[config.mk]
export PLATFORM = sky130hd
export DESIGN_NAME = ptcv_div
export DESIGN_NICKNAME = d
export VERILOG_FILES = /design/src/ptcv_pkg.sv /design/src/ptcv_div.sv
export SDC_FILE = /design/constraint.sdc
export NUM_CORES = 1
export LEC_CHECK = 0
export BUFFER_PORTS_ARGS = -buffer_cell sky130_fd_sc_hd__buf_2
export CORE_MARGIN = 2
export CORE_UTILIZATION = 50
export DETAILED_ROUTE_END_ITERATION = 8
export GPL_ROUTABILITY_DRIVEN = 0
export PLACE_DENSITY = 0.74
export REMOVE_ABC_BUFFERS = 1
export SYNTH_ARGS = -nofsm -noshare
export SYNTH_HDL_FRONTEND = slang
export SYNTH_SLANG_ARGS = --single-unit
[constraint.sdc]
create_clock -name clk -period 4 [get_ports clk]
set_input_delay 0.8 -clock clk [delete_from_list [all_inputs] [get_ports clk]]
set_output_delay 0.8 -clock clk [all_outputs]
set_load 0.02 [all_outputs]
[src/ptcv_pkg.sv]
// Shared widths and register codes for the point to chunk / local voxel mapper.
package ptcv_pkg;

	localparam int PT_W         = 32;
	localparam int INV_W        = 24;
	localparam int INV_FRAC_BITS = 16;
	localparam int PROD_W       = PT_W + INV_W + 1;
	localparam int VOX_W        = 24;
	localparam int QUO_W        = VOX_W - 1;
	localparam int LOC_W        = 10;
	localparam int EDGE_CFG_W   = 11;
	localparam int CFG_W        = 24;
	localparam int LANES        = 3;

	typedef enum logic [0:0] {
		REG_INV_VOXEL_SIZE = 1'b0,
		REG_CHUNK_EDGE     = 1'b1
	} reg_idx_t;

endpackage

[src/ptcv_div.sv]
// One axis lane back end: pipelined restoring divider, one quotient bit per stage.
module ptcv_div #(
	parameter int EW = 11
) (
	input  logic                         clk,
	input  logic [ptcv_pkg::QUO_W-1:0]   en,
	input  logic [ptcv_pkg::QUO_W-1:0]   num,
	input  logic [EW-1:0]                edge_len,
	input  logic [ptcv_pkg::VOX_W-1:0]   vox_in,
	output logic [ptcv_pkg::QUO_W-1:0]   quo,
	output logic [EW-1:0]                rem,
	output logic [ptcv_pkg::VOX_W-1:0]   vox_out
);

	localparam int NB = ptcv_pkg::QUO_W;
	localparam int VW = ptcv_pkg::VOX_W;

	logic [EW-1:0] rem_s [NB];
	logic [NB-1:0] quo_s [NB];
	logic [NB-1:0] num_s [NB];
	logic [VW-1:0] vox_s [NB];

	for (genvar k = 0; k < NB; k++) begin : g_stage
		logic [EW-1:0] rem_in;
		logic [NB-1:0] quo_in;
		logic [NB-1:0] quo_nx;
		logic [NB-1:0] num_in;
		logic [VW-1:0] vox_i;
		logic [EW:0]   trial;
		logic [EW:0]   diff;
		logic          ge;

		if (k == 0) begin : g_first
			assign rem_in = '0;
			assign quo_in = '0;
			assign num_in = num;
			assign vox_i  = vox_in;
		end else begin : g_next
			assign rem_in = rem_s[k-1];
			assign quo_in = quo_s[k-1];
			assign num_in = num_s[k-1];
			assign vox_i  = vox_s[k-1];
		end

		assign trial  = {rem_in, num_in[NB-1-k]};
		assign ge     = trial >= {1'b0, edge_len};
		assign diff   = trial - {1'b0, edge_len};
		assign quo_nx = quo_in | (NB'(ge) << (NB-1-k));

		always_ff @(posedge clk) begin
			if (en[k]) begin
				rem_s[k] <= ge ? diff[EW-1:0] : trial[EW-1:0];
				quo_s[k] <= quo_nx;
				num_s[k] <= num_in;
				vox_s[k] <= vox_i;
			end
		end
	end

	assign quo     = quo_s[NB-1];
	assign rem     = rem_s[NB-1];
	assign vox_out = vox_s[NB-1];

endmodule

==> metrics.md, run 1 <==
| Metric | Value |
|---|---|
| CTS root buffer | clkbuf_16 |
| Reg2reg end | rem_s[1][60]$_DFFE_PP_ |
| Synth cell count leaders | 1334 x edfxtp_1, 244 x ha_1, 209 x nor2_1, 176 x a21oi_1, 176 x mux2_2 |
| VDD IR max | 489.1 uV |
| Core Area | roughly 110000 um2 |
| Top Metal Used | met4 |
| Cell variety after synth | 65 |
| Met3 WL post-DR | between 4000 and 5000 um |
| WP data required | approximately 4.4 ns |
| Post-DR wirelength/cell | 17.93 um |
| WS Path Type | in2reg |
| Final Cycle Share | between 70% and 80% |
| WHS | 0.2598 ns |
| CTS tree | yes |
| Cell taking the most area after synthesis | edfxtp_1 |
| Antenna-violating nets left | 0 |
| Met2 WL post-DR | about 48000 um |
| H-tree depth | 3 |
| Clk slew on worst S/H paths | around 0.06 ns |
| GRT Total Usage | 16.81% |
| R2R depth | 8 |
| Post-synth design cell area | 55330 um2 |
| Detailed Route Iter0 Violations | between 2000 and 2500 |
| Top-count cell post-synth | edfxtp_1 |
| Critical path capture point type | flip-flop |
| Chip height | 336.7 um |
| Slew Viols, Final | 0 |
| Crit path max fanout | 10 |
| Number of synthesized flops with an enable pin | 1334 |
| Initial antenna violation count | 1 |
| Final wirelength | 94710 um |
| Hold crit path type | in2reg |
| Max stage delay on crit path | a little under 0.5 ns |
| Die X | between 300 and 400 um |
| Post-CTS resize count | 0 |
| Post-detail-place hpwl | 62550 um |
| Final setup vio count | 0 |
| Register bit total from synthesis | approximately 1300 |
| DRT Pass-1 Iters | 5 |
| I/O Buffers | 139 |
| Post-synth top area share | a little over 70% |
| IO Count | 140 |
| Startpoint types | input pin |
| Vias in the first global route | roughly 29000 |
| Clock Latency Late Sink | around 0.71 ns |
| Grt ovf | 0 |
| FP Rows | approximately 120 |
| Clock Sinks | 1334 |
| Async SR Flop Fraction | 0% |
| Fin nets | approximately 4000 |
| Critical path origin | edge_len[8] |
| FMAX | 317.6 MHz |
| Synthesis-to-layout area growth | 12.51% |
| R2R Path Start | num_s[1][101]$_DFFE_PP_ |
| Die area | between 100000 and 150000 um2 |
| Mean Syn Cell Area | roughly 16 um2 |
| Finished Layout Cells | 5282 |
| Multi-input logic area | about 15000 um2 |
| Slowest cell on crit path | nand3_1 |
| Reg2Reg Setup Slack | 1.04 ns |
| First-pass GRT wire length | ~150000 um |
| Leak | roughly 22 nW |
| Drt via density | between 5 and 6 |
| Outcome | complete, no violations |
| DP Cell Count | between 5000 and 6000 |
| Post-CTS setup buffer count | 0 |
| Final hold vios | 0 |
| RSZ-0062 raised after global routing | false |
| Synth Instances | 3385 |
| Seq/Total Area, Yosys | around 72% |
| WL met1 | between 30000 and 40000 um |
| Setup Total Neg Slack | 0 ns |
| Crit-path cells | buf_2 -> inv_1 -> buf_4 -> ha_1 -> a21oi_1 -> nor2b_1 -> nor3_1 -> nand3_1 -> mux2_2 |
| Vias post-DR | about 29000 |
| Hold-fix buffers, CTS | 0 |
| Slew margin rel. | around a third |
| Largest cells by area after synthesis | edfxtp_1 72%, ha_1 5.5%, mux2_2 3.6%, a21oi_1 1.6%, xnor2_1 1.6% |
| Synth warn | 0 |
| Power per Cell Area | slightly below 700 nW/um2 |
| Synth Flop Type | edfxtp_1 |
| Clock skew | 0.05912 ns |
| Worst-Margin Slew | 1.024 ns |
| CTS Buffer Depth | 3 |
| Min Tclk post-route | 3.148 ns |
| DRC viols | 0 |
| Worst EP arrival | approximately 3.6 ns |
| Finished Core Util | between 50% and 60% |
| Reg area | between 40000 and 50000 um2 |
| Layout cells sized above 1 | 15.55% |
| Max-cap check violation count | 0 |
| Fill cell count | between 8000 and 9000 |
| Num CTS Buffers | around 120 |
| Initial Util | between 50% and 60% |
| Setup crit end | rem_s[1][2]$_DFFE_PP_ |
| Largest net degree at the start of global routing | 59 |
-- worst max-delay path, delay by kind of cell --
family,cells,cell delay [ns]
simple gates,3,0.95
compound gates,1,0.22
fa+ha+maj,1,0.24
buf+inv,3,0.90
mux,1,0.42
-- where the power goes --
group          leakage, nW  switching, mW  internal (mW)
Sequential            13.0           1.00           18.2
Clock                 1.87           4.92           6.13
Combinational         7.48           6.69           6.08
-- layer usage --
| metal | global-route usage [%] | vias up |
|---|---|---|
| met3 | 2.404 | 203 |
| met5 | 0 | - |
| li1 | - | 13970 |
| met4 | 6.269 | 0 |
| met1 | 21.32 | 13720 |
| met2 | 29.37 | 705 |
-- cells in the final DEF, fill, tap and decap left out, types with 39 or more instances in the layout --
cell	Yosys	layout
o211ai_1	40	40
buf_2	19	139
nor3_1	61	61
mux2_2	176	176
nand2_1	67	67
inv_1	140	140
o21a_1	74	74
a211oi_1	39	39
a21oi_1	176	176
o21ai_0	123	123
nand2b_1	56	56
nor2b_1	53	53
ha_1	244	244
nor2_1	209	209
mux2i_1	70	70
xnor2_1	98	98
nand4_1	39	39
edfxtp_1	1334	1334
clkbuf_16	0	122
buf_4	4	64
-- worst min path at each step --
stage | to | startpoint | cells past startpoint | slack [ns]
after floorplan | num_s[0][100]$_DFFE_PP_ | num_s[0][77]$_DFFE_PP_ | 0 | 0.40
after global placement | num_s[0][127]$_DFFE_PP_ | num_s[0][104]$_DFFE_PP_ | 0 | 0.40
after detailed placement | num_s[0][102]$_DFFE_PP_ | num_s[0][79]$_DFFE_PP_ | 0 | 0.40
after CTS | num_s[0][11]$_DFFE_PP_ | num[11] | 1 | 0.21
after global routing | num_s[0][17]$_DFFE_PP_ | num[17] | 1 | 0.22
final | num_s[0][21]$_DFFE_PP_ | num[21] | 1 | 0.26
-- logic make-up after synthesis --
group                    after synthesis  share of synthesized area, %
XOR/XNOR                             109                         1.725
AO/OA/AOI/OAI                        629                         7.521
buffers and inverters                169                         1.244
adder cells (fa/ha/maj)              266                         6.313
multiplexers                         252                         5.011
flip-flops                          1334                         72.40
AND/OR/NAND/NOR                      626                         5.791
-- layout make-up --
class,count,share of cell area [%]
Antenna cell,1,0.004020
Clock buffer,142,5.025
Clock inverter,82,1.174
Inverter,141,0.8502
Multi-Input combinational cell,1882,23.43
Sequential cell,1334,64.35
Tap cell,1488,2.991
Timing Repair Buffer,212,2.179
-- state kept, by name, indices dropped and copies added, names as in the netlist --
register  cells
rem_s       253
quo_s       276
vox_s       552
num_s       253
-- stage by stage --
| step | area (um2) | power (mW) | setup WS [ns] |
|---|---|---|---|
| 4_1_cts | 62250 | 43.23 | 0.9229 |
| 2_1_floorplan | 55170 | 28.78 | 0.7468 |
| 3_3_place_gp | 58390 | 31.65 | 0.2274 |
| 6_report | 62250 | 43.01 | 0.8518 |
| 3_5_place_dp | 58390 | 32.02 | 0.1968 |
| 5_1_grt | 62250 | 45.38 | 0.7743 |
(Power assumes the default switching activity.)
==> run 2, diff against run 1 <==
Settings changed: PLACE_DENSITY 0.74 to 0.77.
Clock period 4 ns to 2.81 ns, I/O delays scaled along.
==> metrics.md, run 2 (synthesis results as in run 1) <==
| Metric | Value |
|---|---|
| Fill cell count | between 7000 and 8000 |
| Reg2Reg Setup Slack | 0.13 ns |
| Layout cells sized above 1 | between 20% and 30% |
| H-tree depth | 4 |
| Initial Util | 50.21% |
| VDD IR max | 680.5 uV |
| FMAX | 372.9 MHz |
| Hold crit path type | in2reg |
| IO Count | 140 |
| R2R Path Start | num_s[1][123]$_DFFE_PP_ |
| I/O Buffers | 139 |
| Synthesis-to-layout area growth | 18.89% |
| Startpoint types | flip-flop |
| Biggest regs | vox_s: 552 flops, quo_s: 276 flops |
| Max-cap check violation count | 0 |
| Final wirelength | between 100000 and 150000 um |
| WS Path Type | reg2reg |
| FP Rows | around 120 |
| Initial antenna violation count | 0 |
| Slew Viols, Final | 0 |
| GR met2 Demand/Resource | between 30% and 40% |
| Final Cycle Share | 95.44% |
| Largest net degree at the start of global routing | 59 |
| GRT Total Usage | around 20% |
| RSZ-0062 raised after global routing | false |
| Grt ovf | 0 |
| Final hold vios | 0 |
| Clock skew | between 0.02 and 0.03 ns |
| Vias post-DR | about 32000 |
| CTS root buffer | clkbuf_16 |
| Num CTS Buffers | between 100 and 150 |
| Post-DR wirelength/cell | between 20 and 25 um |
| Critical path capture point type | flip-flop |
| WP data required | about 3.3 ns |
| Layer with the highest usage | met2 |
| Reg2reg end | rem_s[1][71]$_DFFE_PP_ |
| First-pass GRT wire length | approximately 180000 um |
| CTS tree | yes |
| Vias in the first global route | ~33000 |
| Reg with most FFs | vox_s |
| Clock Sinks | 1334 |
| Hold depth | 1 |
| Worst EP arrival | between 3 and 4 ns |
| Slew margin rel. | between 40% and 50% |
| Post-detail-place hpwl | roughly 70000 um |
| Slowest cell on crit path | fa_1 |
| Die X | around 340 um |
| Leading cell types in the layout, fill and taps excluded | 1334 x edfxtp_1, 364 x buf_4, 244 x ha_1 |
| CTS Buffer Depth | 3 |
| M3 GR Usage | under 10% |
| Clk slew on worst S/H paths | around 0.070 ns |
| Power per Cell Area | just over 1000 nW/um2 |
| DRT Pass-1 Iters | 7 |
| Met1 usage | between 20% and 30% |
| Chip height | approximately 340 um |
| Antenna-violating nets left | 0 |
| Min-Delay Endpoint | num_s[0][17]$_DFFE_PP_ |
| Max reg flops | around 550 |
| Fin nets | 4412 |
| Worst-Margin Slew | between 0.8 and 0.9 ns |
| R2R depth | 9 |
| Leak | between 20 and 25 nW |
| Final Power | 66.37 mW |
| Finished Core Util | between 50% and 60% |
| Detailed Route Iter0 Violations | around 2700 |
| Min Tclk post-route | ~2.7 ns |
| Die area | 113300 um2 |
| Crit path max fanout | 10 |
| Outcome | complete, no violations |
| DRC viols | 0 |
| Clock Latency Late Sink | between 0.7 and 0.8 ns |
| Min-Delay Startpoint | num[17] |
| Core Area | between 100000 and 150000 um2 |
| Drt via density | between 5 and 6 |
| Most common cell after layout, fill and taps aside | edfxtp_1 |
| Crit-path cells | inv_1 -> ha_1 -> fa_1 -> nand2b_4 -> a21oi_2 -> a41oi_1 -> o211ai_1 -> buf_4 -> mux2_2 |
| Max stage delay on crit path | 0.42 ns |
| Final setup vio count | 0 |
[run 2: changes by cell type in the layout (fill, tap and decap cells not counted), sizes merged]
cell         change
buf            +325
bufinv           +3
clkbuf          +22
clkinv          -18
dlygate4sd3     +38
inv              -1
[run 2: what timing repair did]
action                     4_1_cts  5_1_grt
setup endpoints to repair        9        9
hold endpoints to repair        38        0
setup buffers                    1        0
resized for setup                0        2
pin swaps                        1        2
hold buffers                    38        0
[run 2: cell type report]
class | count | area, um2 | share of cell area (%)
Multi-Input combinational cell | 1882 | 14600 | 22.19
Clock inverter | 66 | 783.3 | 1.191
Timing Repair Buffer | 575 | 4489 | 6.824
Clock buffer | 164 | 3466 | 5.268
Inverter | 141 | 529.3 | 0.8045
Antenna cell | 1 | 2.502 | 0.003804
Tap cell | 1488 | 1862 | 2.830
Sequential cell | 1334 | 40060 | 60.89
[run 2: worst max path at each step]
| stage | start | end | slack [ns] | cells past startpoint |
|---|---|---|---|---|
| finish | num_s[1][123]$_DFFE_PP_ | rem_s[1][71]$_DFFE_PP_ | 0.13 | 9 |
| global route | num_s[1][101]$_DFFE_PP_ | rem_s[1][55]$_DFFE_PP_ | 0.04 | 10 |
| global placement | edge_len[0] | rem_s[2][40]$_DFFE_PP_ | -0.17 | 10 |
| floorplan | edge_len[3] | rem_s[2][35]$_DFFE_PP_ | -0.21 | 7 |
| CTS | num_s[1][123]$_DFFE_PP_ | rem_s[1][71]$_DFFE_PP_ | 0.006 | 10 |
| detailed placement | edge_len[0] | rem_s[0][59]$_DFFE_PP_ | -0.25 | 10 |
[run 2: power by group]
| group | switching, mW | internal, mW | total (mW) |
|---|---|---|---|
| Clock | 7.52 | 9.87 | 17.4 |
| Sequential | 1.51 | 25.9 | 27.4 |
| Combinational | 10.6 | 11.0 | 21.6 |
[run 2: routing by layer]
| metal | wire (um) | vias to the layer above | part of all wire (%) |
|---|---|---|---|
| met3 | 6440 | 356 | 5.6 |
| met5 | 0 | - | 0 |
| met1 | 43570 | 15290 | 38 |
| li1 | - | 14700 | - |
| met2 | 58350 | 1184 | 51 |
| met4 | 5739 | 0 | 5.0 |
[run 2: per-stage QoR]
step | setup slack (ns) | cells | TNS, ns | hold slack (ns) | cell area [um2]
after floorplan | -0.2052 | 3357 | -13.67 | 0.4003 | 55170
after global placement | -0.1696 | 5382 | -13.52 | 0.4001 | 61140
after detailed placement | -0.2456 | 5382 | -26.11 | 0.4045 | 61140
after CTS | 0.006158 | 5651 | 0 | 0.002746 | 65780
after global routing | 0.04278 | 5650 | 0 | 0.005081 | 65790
final | 0.1281 | 5651 | 0 | 0.01897 | 65790
[run 2: worst max-delay path: cells and delay by family (launching register included)]
| family | cells | cell delay (ns) |
|---|---|---|
| buf+inv | 2 | 0.33 |
| simple gates | 1 | 0.17 |
| mux | 1 | 0.36 |
| flops | 1 | 0.37 |
| compound gates | 3 | 0.52 |
| fa+ha+maj | 2 | 0.65 |
